<file path="src/hdl/sha_pkg.sv">
// ----------------------------------------------------------------------------
// sha_pkg
// shared types, constants and round functions of the sha-256 message hash
// ----------------------------------------------------------------------------
`default_nettype none

package sha_pkg;

	localparam int WordW = 32;
	localparam int TotalW = 61;
	localparam int QueueDepth = 2;
	localparam int QueueAw = 1;
	localparam logic [WordW-1:0] PadWord = 32'h8000_0000;

	// job handed from the front to the back engine
	typedef enum logic [1:0] {
		JOB_BLOCK = 2'd0,  // compress, keep chaining
		JOB_LAST  = 2'd1   // compress, then emit digest and restart
	} job_kind_t;

	typedef struct packed {
		job_kind_t            kind;
		logic [16*WordW-1:0] blk;
	} job_t;

	typedef enum logic [1:0] {
		BK_IDLE  = 2'd0,
		BK_ROUND = 2'd1,
		BK_ADD   = 2'd2,
		BK_EMIT  = 2'd3
	} back_state_t;

	typedef logic [WordW-1:0] word_t;

	localparam word_t InitHash [8] = '{
		32'h6A09E667, 32'hBB67AE85, 32'h3C6EF372, 32'hA54FF53A,
		32'h510E527F, 32'h9B05688C, 32'h1F83D9AB, 32'h5BE0CD19
	};

	localparam word_t RoundK [64] = '{
		32'h428a2f98, 32'h71374491, 32'hb5c0fbcf, 32'he9b5dba5,
		32'h3956c25b, 32'h59f111f1, 32'h923f82a4, 32'hab1c5ed5,
		32'hd807aa98, 32'h12835b01, 32'h243185be, 32'h550c7dc3,
		32'h72be5d74, 32'h80deb1fe, 32'h9bdc06a7, 32'hc19bf174,
		32'he49b69c1, 32'hefbe4786, 32'h0fc19dc6, 32'h240ca1cc,
		32'h2de92c6f, 32'h4a7484aa, 32'h5cb0a9dc, 32'h76f988da,
		32'h983e5152, 32'ha831c66d, 32'hb00327c8, 32'hbf597fc7,
		32'hc6e00bf3, 32'hd5a79147, 32'h06ca6351, 32'h14292967,
		32'h27b70a85, 32'h2e1b2138, 32'h4d2c6dfc, 32'h53380d13,
		32'h650a7354, 32'h766a0abb, 32'h81c2c92e, 32'h92722c85,
		32'ha2bfe8a1, 32'ha81a664b, 32'hc24b8b70, 32'hc76c51a3,
		32'hd192e819, 32'hd6990624, 32'hf40e3585, 32'h106aa070,
		32'h19a4c116, 32'h1e376c08, 32'h2748774c, 32'h34b0bcb5,
		32'h391c0cb3, 32'h4ed8aa4a, 32'h5b9cca4f, 32'h682e6ff3,
		32'h748f82ee, 32'h78a5636f, 32'h84c87814, 32'h8cc70208,
		32'h90befffa, 32'ha4506ceb, 32'hbef9a3f7, 32'hc67178f2
	};

	function automatic word_t rotr(input word_t x, input int n);
		rotr = (x >> n) | (x << (WordW - n));
	endfunction

	function automatic word_t sig0(input word_t x);
		sig0 = rotr(x, 7) ^ rotr(x, 18) ^ (x >> 3);
	endfunction

	function automatic word_t sig1(input word_t x);
		sig1 = rotr(x, 17) ^ rotr(x, 19) ^ (x >> 10);
	endfunction

	function automatic word_t bsig0(input word_t x);
		bsig0 = rotr(x, 2) ^ rotr(x, 13) ^ rotr(x, 22);
	endfunction

	function automatic word_t bsig1(input word_t x);
		bsig1 = rotr(x, 6) ^ rotr(x, 11) ^ rotr(x, 25);
	endfunction

endpackage

`default_nettype wire

</file>
<file path="src/hdl/sha_back.sv">
// ----------------------------------------------------------------------------
// sha_back
// 64-round compression, one round per cycle, and digest emission
// ----------------------------------------------------------------------------
`default_nettype none

module sha_back (
	input  wire logic          clk,
	input  wire logic          arst_n,
	input  wire logic          job_valid,
	output logic               job_ready,
	input  wire sha_pkg::job_t job,
	output logic               out_valid,
	input  wire logic          out_ready,
	output logic [31:0]        out_word,
	output logic [2:0]         out_num,
	output logic               out_last
);
	import sha_pkg::*;

	back_state_t state_q, state_d;
	word_t       h_q [8];
	word_t       v_q [8];
	word_t       w_q [16];
	logic [5:0]  rnd_q;
	logic [2:0]  cnt_q;
	logic        last_q;
	word_t       t0, t1, wnew;

	assign t0 = v_q[7] + bsig1(v_q[4]) + (v_q[6] ^ (v_q[4] & (v_q[5] ^ v_q[6])))
		+ RoundK[rnd_q] + w_q[0];
	assign t1 = bsig0(v_q[0]) + ((v_q[0] & v_q[1]) | (v_q[2] & (v_q[0] | v_q[1])));
	assign wnew = sig1(w_q[14]) + w_q[9] + sig0(w_q[1]) + w_q[0];

	always_comb begin
		state_d = state_q;
		unique case (state_q)
			BK_IDLE:  if (job_valid) state_d = BK_ROUND;
			BK_ROUND: if (rnd_q == 6'd63) state_d = BK_ADD;
			BK_ADD:   state_d = last_q ? BK_EMIT : BK_IDLE;
			BK_EMIT:  if (out_ready && cnt_q == 3'd7) state_d = BK_IDLE;
			default:  state_d = BK_IDLE;
		endcase
	end

	always_comb begin
		job_ready = (state_q == BK_IDLE);
		out_valid = (state_q == BK_EMIT);
		out_word = h_q[cnt_q];
		out_num = cnt_q;
		out_last = (cnt_q == 3'd7);
	end

	always_ff @(posedge clk or negedge arst_n) begin
		if (!arst_n) begin
			state_q <= BK_IDLE;
			rnd_q <= '0;
			cnt_q <= '0;
			last_q <= 1'b0;
			for (int i = 0; i < 8; i++) h_q[i] <= InitHash[i];
		end else begin
			state_q <= state_d;
			unique case (state_q)
				BK_IDLE: begin
					rnd_q <= '0;
					cnt_q <= '0;
					last_q <= (job.kind == JOB_LAST);
				end
				BK_ROUND: rnd_q <= rnd_q + 6'd1;
				BK_ADD: for (int i = 0; i < 8; i++) h_q[i] <= h_q[i] + v_q[i];
				BK_EMIT: if (out_ready) begin
					cnt_q <= cnt_q + 3'd1;
					if (cnt_q == 3'd7) for (int i = 0; i < 8; i++) h_q[i] <= InitHash[i];
				end
				default: ;
			endcase
		end
	end

	always_ff @(posedge clk) begin
		if (state_q == BK_IDLE) begin
			for (int i = 0; i < 8; i++) v_q[i] <= h_q[i];
			for (int i = 0; i < 16; i++) w_q[i] <= job.blk[(15-i)*WordW +: WordW];
		end else if (state_q == BK_ROUND) begin
			v_q[7] <= v_q[6]; v_q[6] <= v_q[5]; v_q[5] <= v_q[4];
			v_q[4] <= v_q[3] + t0;
			v_q[3] <= v_q[2]; v_q[2] <= v_q[1]; v_q[1] <= v_q[0];
			v_q[0] <= t0 + t1;
			// rolling 16-word message schedule
			for (int i = 0; i < 15; i++) w_q[i] <= w_q[i+1];
			w_q[15] <= wnew;
		end
	end

endmodule

`default_nettype wire

</file>
<file path="config.mk">
export PLATFORM = sky130hd
export DESIGN_NAME = sha_back
export DESIGN_NICKNAME = d
export VERILOG_FILES = /design/src/hdl/sha_pkg.sv /design/src/hdl/sha_back.sv
export SDC_FILE = /design/constraint.sdc
export NUM_CORES = 2
export LEC_CHECK = 0
export ABC_AREA = 0
export BUFFER_PORTS_ARGS = -buffer_cell sky130_fd_sc_hd__buf_2
export CORE_MARGIN = 2
export CORE_UTILIZATION = 45
export CTS_BUF_LIST = sky130_fd_sc_hd__clkbuf_16
export CTS_CLUSTER_SIZE = 30
export DETAILED_ROUTE_END_ITERATION = 8
export GPL_TIMING_DRIVEN = 0
export PLACE_DENSITY_LB_ADDON = 0.12
export SETUP_SLACK_MARGIN = 0.05
export SYNTH_ARGS = -nofsm -noshare
export SYNTH_HDL_FRONTEND = slang
export SYNTH_SLANG_ARGS = --single-unit
</file>
<file path="constraint.sdc">
create_clock -name clk -period 18.35 [get_ports clk]
set_input_delay 0.9175 -clock clk [delete_from_list [all_inputs] [get_ports clk]]
set_output_delay 0.9175 -clock clk [all_outputs]
set_load 0.05 [all_outputs]
</file>
==> impl_metrics.ini <==
[place]
gp_congestion = 1.06
port_buffers = 555
hpwlAfterDp_um = 245000

[setup_path]
crit_type = register to register
worst_ep_arrival_time_ns = 12.96
cpMaxStageDelayCell = a21oi_1
critPathBufInv = 7
cpLargestDelayFamily = compound AO/OA/AOI/OAI gates
cp.required_ns = 18.78
crit_path_end_kind = register
cpPeakStageDelay_ns = 0.70
critical_path.max_fanout = 13
worstSetupStartpointType = register

[timing]
fin_skew_ns = 0.0649
rsz0062_at_grt = false
maxSlewViolCount = 42
setup_tns_ns = 0
fin_crit_ns = 12.53
maxSlewHeadroom = -0.0187
hold_viol = 0
fmax_mhz = 79.8
period_share = 0.683
tightest_slew_ns = 1.53
setup_violations = 0

[clock_network]
cts_buffers = 120
cts_setup_buffers = 0
root_buffer = clkbuf_16
h-tree-depth = 3
clkSinkCount = 1036
clk_latency_ns = 0.80
cts_resized = 0
clockBufferDepth = 3
clk_pin_slew_ns = 0.06
tritoncts = yes
hold_buffers = 0

[flow_run]
cap_violations = 5

[global_routing]
grt_pass1_vias = 60500
grt_util_all_layers = 0.370
grt_antenna_before_repair = 83
gr-total-overflow = 0
grt_pass1_wl_um = 426000
grt_max_degree = 140

[floorplanning]
die_w_um = 401
die_y_um = 401
num_rows = 145
core_area_mm2 = 0.156
ios = 556
start_util = 0.453
fp.dieArea_mm2 = 0.161

[run_status]
failed_checks = max-capacitance violations, max-slew violations
status = finished, violations left

[cells_and_area]
final_common_cell = nand2_1
most-common-layout-cells = nand2_1, edfxtp_1, buf_2, a21oi_1, ha_1
synthToLayoutAreaGrowth_pct = 13.7
n_fill_cell = 14800
finalNetCount = 9453
utilization = 0.516
final_layout_size_suffix_gt1_frac = 0.121

[yosys]
synth-edff-count = 768
ys_seq_area_frac = 0.422
async_reset_ff_frac = 0.259
yosys.cell_types.count = 94
syn-num-nets = 8765
synth_area_mm2 = 0.0709
synth_area_per_cell_um2 = 9.26
synth_seq_cells = 1036
yosys_most_used_dff = edfxtp_1
syn_inst = 7657
yosys_warnings = 0

[drt]
route.detailed.drc = 0
drt_iter0_markers = 6279
ant_nets = 0
vias = 61400
detail_route.wl_per_cell_um = 28.9
routed_via_density = 5.82
wl_um = 305000
first_pass_iters = 5

[worst_hold_path]
min_path_type = input pin to asynchronous set/reset pin
## path summary, 6_finish.rpt
path                                  start           to  slack, ns  cells after the start
worst max-delay path               rnd_q[0]   v_q[0][31]       5.82                     35
worst min-delay path                 arst_n     h_q[252]       0.24                      2
worst max register to register     rnd_q[0]   v_q[0][31]       5.82                     35
worst min register to register  w_q[1][235]  w_q[1][203]       0.49                      2
max in group asynchronous            arst_n      h_q[58]      16.76                      4
min in group clk                   job[407]  w_q[0][119]       0.39                      3
## cell families after synthesis
| group | Yosys count | share of synthesized area |
|---|---|---|
| muxes | 118 | 0.0306 |
| AOI/OAI and AO/OA | 1506 | 0.134 |
| xor gates and xnor gates | 576 | 0.0716 |
| DFF | 1036 | 0.422 |
| adders and majority gates | 621 | 0.129 |
| and+or+nand+nor | 3176 | 0.180 |
| buffers and inverters | 624 | 0.0331 |
## synthesized netlist by cell type (13+ instances only)
master	n	area, um2
xnor2_1	393	3440
nor3_1	73	365
clkbuf_1	349	1310
nand3_1	78	390
and3_1	30	188
nand2_1	2487	9340
mux2i_1	20	200
dfstp_2	136	3570
fa_1	195	3900
nand4_1	16	100
a211o_1	14	123
dfrtp_1	132	3300
buf_1	24	90.1
a311oi_1	18	158
mux4_2	77	1730
a22o_1	15	131
a31oi_1	45	282
nor2b_1	37	231
maj3_1	31	310
nand2b_1	56	350
a211oi_1	35	263
a21o_1	194	1460
o21bai_1	49	368
o211ai_1	20	150
o21a_1	63	473
or3_1	17	106
o31ai_1	33	248
xor2_1	181	1590
ha_1	395	4940
o21ai_0	388	1940
a21oi_1	455	2280
a31o_2	13	114
nor2_1	321	1200
o22a_1	13	114
mux2_2	21	236
inv_1	246	923
edfxtp_1	768	23100
## state kept, by name, summed over array words and instances (netlist names)
| name | flops |
|---|---|
| w_q | 512 |
| h_q | 256 |
| out_num | 3 |
| rnd_q | 6 |
| state_q | 2 |
| last_q | 1 |
| v_q | 256 |
## through the flow
step	setup slack [ns]	instances	hold slack, ns	instance area, um2
final	5.82	10600	0.237	80600
after global routing	5.67	10500	0.264	80600
after CTS	6.18	10500	0.215	80500
after detailed placement	6.17	10300	0.486	76600
after global placement	-15.24	10300	0.486	76200
after floorplan	0.241	7657	0.439	70900
## worst register-to-register path, delay by kind of cell, from the launching register on
| kind | cells | cell delay [ns] |
|---|---|---|
| adders and majority gates | 7 | 3.14 |
| buffers and inverters | 7 | 2.45 |
| xor gates and xnor gates | 2 | 0.95 |
| AOI/OAI and AO/OA | 17 | 4.74 |
| DFF | 1 | 0.55 |
| and+or+nand+nor | 2 | 0.41 |
## layer usage
metal | part of all wire | track usage
met3 | 0.082 | 0.0739
met5 | 0.0017 | 0
met1 | 0.37 | 0.438
met4 | 0.068 | 0.219
met2 | 0.48 | 0.625
## area by class of cell
type	count	area (um2)	area share
multi-input cells	5997	38600	0.479
flip-flops and latches	1036	29900	0.371
repair buffers	566	3080	0.0382
clock buffers	121	3030	0.0376
well taps	2058	2570	0.0319
plain buffers	375	1430	0.0177
inverters	249	942	0.0117
clock inverters	108	927	0.0115
diodes	40	100	0.00124
Power is not shown: default switching activity piles up to over one toggle a cycle in this logic, so the estimate is an artifact.
