File: src/hdl/sha_pkg.sv
// ----------------------------------------------------------------------------
// sha_pkg
// shared types, constants and round functions of the sha-256 message hash
// ----------------------------------------------------------------------------
`default_nettype none

package sha_pkg;

	localparam int WordW = 32;
	localparam int TotalW = 61;
	localparam int QueueDepth = 2;
	localparam int QueueAw = 1;
	localparam logic [WordW-1:0] PadWord = 32'h8000_0000;

	// job handed from the front to the back engine
	typedef enum logic [1:0] {
		JOB_BLOCK = 2'd0,  // compress, keep chaining
		JOB_LAST  = 2'd1   // compress, then emit digest and restart
	} job_kind_t;

	typedef struct packed {
		job_kind_t            kind;
		logic [16*WordW-1:0] blk;
	} job_t;

	typedef enum logic [1:0] {
		BK_IDLE  = 2'd0,
		BK_ROUND = 2'd1,
		BK_ADD   = 2'd2,
		BK_EMIT  = 2'd3
	} back_state_t;

	typedef logic [WordW-1:0] word_t;

	localparam word_t InitHash [8] = '{
		32'h6A09E667, 32'hBB67AE85, 32'h3C6EF372, 32'hA54FF53A,
		32'h510E527F, 32'h9B05688C, 32'h1F83D9AB, 32'h5BE0CD19
	};

	localparam word_t RoundK [64] = '{
		32'h428a2f98, 32'h71374491, 32'hb5c0fbcf, 32'he9b5dba5,
		32'h3956c25b, 32'h59f111f1, 32'h923f82a4, 32'hab1c5ed5,
		32'hd807aa98, 32'h12835b01, 32'h243185be, 32'h550c7dc3,
		32'h72be5d74, 32'h80deb1fe, 32'h9bdc06a7, 32'hc19bf174,
		32'he49b69c1, 32'hefbe4786, 32'h0fc19dc6, 32'h240ca1cc,
		32'h2de92c6f, 32'h4a7484aa, 32'h5cb0a9dc, 32'h76f988da,
		32'h983e5152, 32'ha831c66d, 32'hb00327c8, 32'hbf597fc7,
		32'hc6e00bf3, 32'hd5a79147, 32'h06ca6351, 32'h14292967,
		32'h27b70a85, 32'h2e1b2138, 32'h4d2c6dfc, 32'h53380d13,
		32'h650a7354, 32'h766a0abb, 32'h81c2c92e, 32'h92722c85,
		32'ha2bfe8a1, 32'ha81a664b, 32'hc24b8b70, 32'hc76c51a3,
		32'hd192e819, 32'hd6990624, 32'hf40e3585, 32'h106aa070,
		32'h19a4c116, 32'h1e376c08, 32'h2748774c, 32'h34b0bcb5,
		32'h391c0cb3, 32'h4ed8aa4a, 32'h5b9cca4f, 32'h682e6ff3,
		32'h748f82ee, 32'h78a5636f, 32'h84c87814, 32'h8cc70208,
		32'h90befffa, 32'ha4506ceb, 32'hbef9a3f7, 32'hc67178f2
	};

	function automatic word_t rotr(input word_t x, input int n);
		rotr = (x >> n) | (x << (WordW - n));
	endfunction

	function automatic word_t sig0(input word_t x);
		sig0 = rotr(x, 7) ^ rotr(x, 18) ^ (x >> 3);
	endfunction

	function automatic word_t sig1(input word_t x);
		sig1 = rotr(x, 17) ^ rotr(x, 19) ^ (x >> 10);
	endfunction

	function automatic word_t bsig0(input word_t x);
		bsig0 = rotr(x, 2) ^ rotr(x, 13) ^ rotr(x, 22);
	endfunction

	function automatic word_t bsig1(input word_t x);
		bsig1 = rotr(x, 6) ^ rotr(x, 11) ^ rotr(x, 25);
	endfunction

endpackage

`default_nettype wire

File: src/hdl/sha_queue.sv
// ----------------------------------------------------------------------------
// sha_queue
// two-entry job queue between block assembly and compression
// ----------------------------------------------------------------------------
`default_nettype none

module sha_queue (
	input  wire logic          clk,
	input  wire logic          arst_n,
	input  wire logic          wr_valid,
	output logic               wr_ready,
	input  wire sha_pkg::job_t wr_job,
	output logic               rd_valid,
	input  wire logic          rd_ready,
	output sha_pkg::job_t      rd_job
);
	import sha_pkg::*;

	job_t               mem_q [QueueDepth];
	logic [QueueAw-1:0] wp_q, rp_q;
	logic [QueueAw:0]   cnt_q;
	logic               wr, rd;

	// a full queue still takes a beat in the cycle its head leaves
	assign wr_ready = (cnt_q != (QueueAw+1)'(QueueDepth)) || (rd_ready && rd_valid);
	assign rd_valid = (cnt_q != '0);
	assign wr = wr_valid && wr_ready;
	assign rd = rd_valid && rd_ready;
	assign rd_job = mem_q[rp_q];

	always_ff @(posedge clk or negedge arst_n) begin
		if (!arst_n) begin
			wp_q <= '0;
			rp_q <= '0;
			cnt_q <= '0;
		end else begin
			if (wr) wp_q <= wp_q + 1'b1;
			if (rd) rp_q <= rp_q + 1'b1;
			cnt_q <= cnt_q + (QueueAw+1)'(wr) - (QueueAw+1)'(rd);
		end
	end

	always_ff @(posedge clk) begin
		if (wr) mem_q[wp_q] <= wr_job;
	end

endmodule

`default_nettype wire

File: config.mk
export PLATFORM = sky130hd
export DESIGN_NAME = sha_queue
export DESIGN_NICKNAME = d
export VERILOG_FILES = /design/src/hdl/sha_pkg.sv /design/src/hdl/sha_queue.sv
export SDC_FILE = /design/constraint.sdc
export NUM_CORES = 1
export LEC_CHECK = 0
export BUFFER_PORTS_ARGS = -buffer_cell sky130_fd_sc_hd__buf_2
export CORE_AREA = 2 2 401 403
export CTS_CLUSTER_DIAMETER = 30
export DETAILED_ROUTE_END_ITERATION = 6
export DIE_AREA = 0 0 403 405
export HOLD_SLACK_MARGIN = 0.08
export PLACE_DENSITY_LB_ADDON = 0.3
export SYNTH_ARGS = -nofsm -noshare
export SYNTH_HDL_FRONTEND = slang
export SYNTH_SLANG_ARGS = --single-unit
File: constraint.sdc
create_clock -name clk -period 22.5 [get_ports clk]
set_clock_uncertainty 0.1 [all_clocks]
set_input_delay 2.25 -clock clk [delete_from_list [all_inputs] [get_ports clk]]
set_output_delay 2.25 -clock clk [all_outputs]
set_load 0.01 [all_outputs]
==> qor.csv, run 1 <==
stage,metric,value,unit
run_status,status,"complete, no violations",
clock_tree,"Reg clk slew, reported paths",50,ps
clock_tree,clk sink count,1032,
sta,period utilization,35.3,%
global_routing,grt ovf,0,
pwr,peak supply drop,0.0000879,V
critical_path,Reg2Reg Capture Point,mem_q[0][334],
sta,achievable clock frequency,126,MHz
sta,worst-margin pin slew,1090,ps
critical_path,Worst path max stage delay,970,ps
global_routing,vias in the first global route,21400,
logic_synthesis,number of synthesized register bits,1032,
layout,P&R area growth vs syn,40.2,%
detailed_routing,DRT iter0 DRCs,1060,
detailed_routing,post-detailed-routing wire length,112000,um
global_routing,GR Util met2,22.1,%
detailed_routing,Via density,3.99,
logic_synthesis,leading area contributor after synthesis,edfxtp_1,
critical_path,R2R cell count,8,
logic_synthesis,Post-Syn Nets,2140,
critical_path,flop2flop setup slack,16630,ps
critical_path,Startpoint Class,register,
place,post-detail-place hpwl,80800,um
die,Initial Util,24.3,%
job,max-cap violations,0,
clock_tree,clock latency on the worst-skew pair,810,ps
logic_synthesis,sequential element share of the synthesized area,80.0,%
layout,Util after Layout,34.1,%
logic_synthesis,mapped cell area,38700,um^2
clock_tree,TritonCTS clock tree,done,
pwr,Static Leakage,21.3,nW
global_routing,GRT met1 Usage,14.6,%
logic_synthesis,Async SR Flop Fraction,0.388,%
pwr,PD cells,150,nW/um^2
clock_tree,setup bufs post-CTS,0,
place,Placer Congestion,0.797,
global_routing,first-pass GRT wire length,152000,um
critical_path,Slowest cell on crit path,dfrtp_4,
critical_path,crit path DAT,5600,ps
clock_tree,CTS Buf Count,233,
place,Port Buffers,1033,
logic_synthesis,top cell type's share of synthesized area,79.7,%
logic_synthesis,"count leader, synth",edfxtp_1,
layout,Final nets,3376,
critical_path,R2R Path Start,cnt_q[1],
critical_path,WP data required,20150,ps
sta,Final setup viols,0,
clock_tree,post-CTS resize count,0,
global_routing,initial antenna violation count,78,
die,site row count,147,
pwr,Tot Pwr,8.14,mW
logic_synthesis,synth cell count leaders,"1028 x edfxtp_1, 350 x mux2_4, 164 x mux2_2, 39 x buf_6, 17 x buf_2",
global_routing,met3 Use GR,5.81,%
sta,RSZ-0062 raised after global routing,false,
layout,Fill cells,15200,
die,Die X-Extent,403,um
clock_tree,CTS Buffer Depth,3,
min_path,hold endpoint,wp_q,
critical_path,largest fanout on the critical path,54,
clock_tree,root buf cell,clkbuf_16,
global_routing,gr busiest metal,met2,
min_path,WHS Path Cells,1,
sta,Slew HR,27.4,%
logic_synthesis,top_reg_cell synth,edfxtp_1,
die,core area,159000,um^2
logic_synthesis,Unique masters post-synth,18,
sta,setup slack after layout,14550,ps
critical_path,cells along the critical path,buf_4 -> buf_4 -> buf_4 -> buf_4 -> mux2_4 -> buf_2,
die,Die ar.,163000,um^2
sta,min Tclk post-route,7950,ps
sta,"Slew Viols, Final",0,
sta,final hold viol count,0,
layout,layout cells sized above 1,63.7,%
clock_tree,H-Tree Depth,4,
critical_path,critical path class,register to primary output,
detailed_routing,final antenna-violating net count,0,
place,DP Worst Slack,14620,ps
clock_tree,post-cts hold buffer count,0,
logic_synthesis,"EDFF count, synth",1028,
logic_synthesis,ranking of synthesized cells by area,"edfxtp_1 80%, mux2_4 14%, mux2_2 4.8%",
detailed_routing,drt pass-1 iters,6,
min_path,hold path start,wp_q,
critical_path,CP most frequent cell,buf_4,
logic_synthesis,Mapped Cells,1621,
global_routing,gr usage total,13.1,%
critical_path,Critical Path Sink Type,primary output,
critical_path,Worst Path Buf+Inv,5,
logic_synthesis,yosys warns,0,
detailed_routing,vias post-DR,20500,
sta,setup TNS,0,ps
die,Top-Level Pins,1034,
critical_path,"Largest delay share family, worst path",buffers and inverters,
detailed_routing,WL/cell,21.7,um
logic_synthesis,Avg Inst Size Synth,23.9,um^2
die,Die Y,405,um
min_path,worst hold-check path type,register to register,
detailed_routing,drt drc,0,
global_routing,largest net degree at the start of global routing,138,
[where the power goes]
part,total [mW],switching (mW),internal (mW)
Combinational,2.05,1.11,0.935
Sequential,2.71,0.110,2.60
Clock,3.37,1.08,2.29
[state kept, by name, indices dropped and copies added, names as in the netlist]
name	flops
mem_q	1028
cnt_q	2
rp_q	1
wp_q	1
[layout by cell type (no fill, tap or decap), types with 2 or more instances in the layout]
| cell type | synthesis | final |
|---|---|---|
| edfxtp_1 | 1028 | 1028 |
| diode_2 | 0 | 6 |
| clkbuf_16 | 0 | 235 |
| clkbuf_8 | 0 | 2 |
| buf_2 | 17 | 1033 |
| clkbuf_1 | 0 | 35 |
| clkinv_2 | 0 | 41 |
| inv_16 | 0 | 2 |
| mux2_2 | 164 | 164 |
| mux2_4 | 350 | 350 |
| bufinv_16 | 0 | 33 |
| clkinvlp_4 | 0 | 27 |
| clkinv_4 | 0 | 21 |
| xnor2_1 | 3 | 3 |
| inv_6 | 0 | 2 |
| dfrtp_1 | 4 | 3 |
| a21oi_1 | 2 | 2 |
| clkinv_8 | 0 | 4 |
| clkinv_1 | 0 | 32 |
| buf_4 | 1 | 24 |
| nand2_1 | 4 | 4 |
| clkinv_16 | 0 | 7 |
[cell families (layout without fill, tap and decap cells)]
logic type	Yosys count	in the layout	share of synthesized area, %
compound gates	2	2	0.0259
buf+inv	57	1499	1.37
mux	514	514	18.3
flops	1032	1032	80.0
simple gates	11	11	0.155
fa+ha+maj	1	1	0.0323
other cells	0	6	0
xor+xnor	4	4	0.0905
[per-stage QoR]
step,hold slack (ps),instances,instance area (um^2)
global placement,449,4708,46200
detailed placement,449,4708,46200
finish,461,5155,54300
global route,467,5153,54300
CTS,459,5149,54300
floorplan,379,1621,38700
[area by class of cell]
cell class,count,area [um^2],area share [%]
flip-flops and latches,1032,31000,57.1
repair buffers,1058,5370,9.89
well taps,2086,2610,4.81
diodes,6,15.0,0.0277
clock inverters,169,2040,3.75
clock buffers,272,6040,11.1
multi-input cells,532,7230,13.3
[metal layers]
| layer | share of wire (%) | vias to the layer above | routed length, um |
|---|---|---|---|
| li1 | - | 9102 | - |
| met1 | 38 | 10200 | 42800 |
| met2 | 50 | 926 | 55600 |
| met3 | 9.4 | 269 | 10500 |
| met4 | 2.4 | 34 | 2670 |
| met5 | 0.18 | - | 200 |
[worst register-to-register path: cells and delay by family, from the launching register on]
family / cells / cell delay [ps]
flops: 1 / 420
buf+inv: 5 / 4190
simple gates: 3 / 730
[worst max path at each step]
| stage | from | endpoint | slack, ps | depth (start not counted) |
|---|---|---|---|---|
| after floorplan | rd_ready | mem_q[0][0] | 5950 | 3 |
| after global placement | rd_ready | mem_q[0][191] | 14620 | 9 |
| after detailed placement | rd_ready | mem_q[0][196] | 14620 | 9 |
| after CTS | rp_q | rd_job[354] | 14390 | 6 |
| after global routing | rp_q | rd_job[196] | 14250 | 6 |
| final | rp_q | rd_job[363] | 14550 | 6 |
No activity file was read; power rests on OpenSTA's default activity.
==> inputs of run 2 (changes only) <==
==> constraint.sdc (replaced) <==
create_clock -name clk -period 6.35 [get_ports clk]
set_clock_uncertainty 0.1 [all_clocks]
set_input_delay 0.635 -clock clk [delete_from_list [all_inputs] [get_ports clk]]
set_output_delay 0.635 -clock clk [all_outputs]
set_load 0.01 [all_outputs]
==> qor.csv, run 2 (synthesis gave the netlist of run 1 again) <==
stage,metric,value,unit,change
place,placed cell areas,46500,um^2,was 46200 um^2
clock_tree,CTS Buffer Depth,3,,unchanged
critical_path,crit path from,rp_q,,unchanged
global_routing,GR Util met2,23.8,%,was 22.1%
clock_tree,"Reg clk slew, reported paths",50,ps,about the same
die,core area,159000,um^2,unchanged
critical_path,critical path class,register to primary output,,unchanged
place,Port Buffers,1033,,unchanged
layout,Final nets,3918,,was 3376
sta,"Slew Viols, Final",0,,unchanged
clock_tree,setup bufs post-CTS,0,,unchanged
critical_path,WP data required,5610,ps,was 20150 ps
clock_tree,TritonCTS clock tree,done,,unchanged
global_routing,gr usage total,14.0,%,was 13.1%
critical_path,Worst Path Buf+Inv,3,,was 5
global_routing,GRT met1 Usage,15.9,%,was 14.6%
sta,Slew HR,36.4,%,was 27.4%
global_routing,gr busiest metal,met2,,unchanged
clock_tree,post-cts hold buffer count,518,,was 0
clock_tree,clk sink count,1032,,unchanged
layout,P&R area growth vs syn,53.5,%,was 40.2%
layout,Final Cell Area,59400,um^2,was 54300 um^2
sta,min Tclk post-route,4160,ps,
place,DP Worst Slack,2920,ps,was 14620 ps
global_routing,largest net degree at the start of global routing,128,,was 138
die,Initial Util,24.3,%,unchanged
pwr,peak supply drop,0.000398,V,was 0.0000879 V
job,max-cap violations,0,,unchanged
sta,achievable clock frequency,240,MHz,
die,site row count,147,,unchanged
sta,Final setup viols,0,,unchanged
critical_path,Startpoint Class,register,,unchanged
min_path,worst hold-check path type,primary input to register,,was register to register
sta,worst-margin pin slew,954,ps,was 1090 ps
layout,"commonest non-fill, non-tap cell in the layout",buf_2,,unchanged
global_routing,initial antenna violation count,45,,was 78
die,Top-Level Pins,1034,,unchanged
sta,period utilization,65.6,%,
critical_path,cells along the critical path,buf_12 -> buf_4 -> mux2_4 -> buf_2,,was buf_4 -> buf_4 -> buf_4 -> buf_4 -> mux2_4 -> buf_2
layout,Reg with most FFs,mem_q,,unchanged
critical_path,Slowest cell on crit path,dfrtp_4,,unchanged
pwr,PD cells,485,nW/um^2,was 150 nW/um^2
die,Die ar.,163000,um^2,unchanged
clock_tree,H-Tree Depth,4,,unchanged
critical_path,largest fanout on the critical path,48,,was 54
die,Die Y,405,um,unchanged
min_path,hold path start,wr_job[221],,was wp_q
clock_tree,CTS Buf Count,236,,was 233
place,post-detail-place hpwl,85200,um,was 80800 um
pwr,Static Leakage,23.4,nW,was 21.3 nW
detailed_routing,vias post-DR,22600,,was 20.5k
detailed_routing,Via density,3.97,,was 3.99
detailed_routing,final antenna-violating net count,0,,unchanged
critical_path,crit path DAT,3430,ps,was 5600 ps
layout,Sequential Area,31000,um^2,unchanged
layout,max reg flops,1028,,unchanged
clock_tree,clock latency on the worst-skew pair,820,ps,was 810 ps
global_routing,grt ovf,0,,unchanged
sta,setup slack after layout,2190,ps,was 14550 ps
detailed_routing,drt drc,0,,unchanged
layout,biggest regs,"mem_q (1028), cnt_q (2)",,unchanged
global_routing,met3 Use GR,5.24,%,was 5.81%
clock_tree,root buf cell,clkbuf_16,,unchanged
detailed_routing,drt pass-1 iters,5,,was 6
layout,most frequent cells in the layout,"1033 x buf_2, 1028 x edfxtp_1, 518 x dlygate4sd3_1",,"was 1033 x buf_2, 1028 x edfxtp_1, 350 x mux2_4"
critical_path,"Largest delay share family, worst path",buffers and inverters,,unchanged
critical_path,R2R Path Start,cnt_q[1],,unchanged
sta,RSZ-0062 raised after global routing,false,,unchanged
layout,Fill cells,14900,,was 15.2k
run_status,status,"complete, no violations",,unchanged
die,Die X-Extent,403,um,unchanged
detailed_routing,WL/cell,20.8,um,was 21.7 um
critical_path,Worst path max stage delay,940,ps,was 970 ps
layout,Multi-input gate area,7240,um^2,was 7230 um^2
detailed_routing,DRT iter0 DRCs,1267,,was 1060
clock_tree,post-CTS resize count,0,,unchanged
pwr,Tot Pwr,28.8,mW,was 8.14 mW
place,Placer Congestion,0.772,,was 0.797
global_routing,first-pass GRT wire length,164000,um,was 152000 um
detailed_routing,post-detailed-routing wire length,119000,um,was 112000 um
critical_path,Critical Path Sink Type,primary output,,unchanged
layout,layout cells sized above 1,54.2,%,was 63.7%
sta,final hold viol count,0,,unchanged
global_routing,vias in the first global route,24100,,was 21.4k
run 2: metrics by stage:
step	setup TNS, ps	hold WS [ps]	cells	util (%)
after floorplan	-1947830	239	1621	-
after global placement	0	361	4729	29.2
after detailed placement	0	363	4729	29.2
after CTS	0	307	5687	37.3
after global routing	0	355	5692	37.3
final	0	421	5696	37.3
run 2: path summary, 6_finish.rpt:
kind                                 end  slack (ps)  cells past startpoint
setup / recovery             rd_job[144]        2190                      4
hold / removal             mem_q[0][221]         420                      2
min in group asynchronous           rp_q         660                      3
setup reg to reg             mem_q[0][2]        3550                      5
max in group asynchronous           rp_q        5280                      3
hold reg to reg                     wp_q         460                      1
run 2: layer usage:
layer / up-vias / share of wire [%]
met5: - / 0.0059
met4: 2 / 2.8
met3: 216 / 7.9
met2: 924 / 50
met1: 11200 / 39
li1: 10200 / -
run 2: area by class of cell:
class                   instances  share of cell area (%)
well taps                    2086                    4.39
clock inverters               173                    2.92
flip-flops and latches       1032                    52.1
clock buffers                 267                    10.1
diodes                          9                  0.0379
multi-input cells             532                    12.2
repair buffers               1597                    18.2
run 2: power breakdown:
part | switching [mW] | total (mW) | internal (mW)
Clock | 3.75 | 11.5 | 7.72
Sequential | 0.402 | 9.62 | 9.22
Combinational | 4.12 | 7.73 | 3.61
Total | 8.27 | 28.8 | 20.5
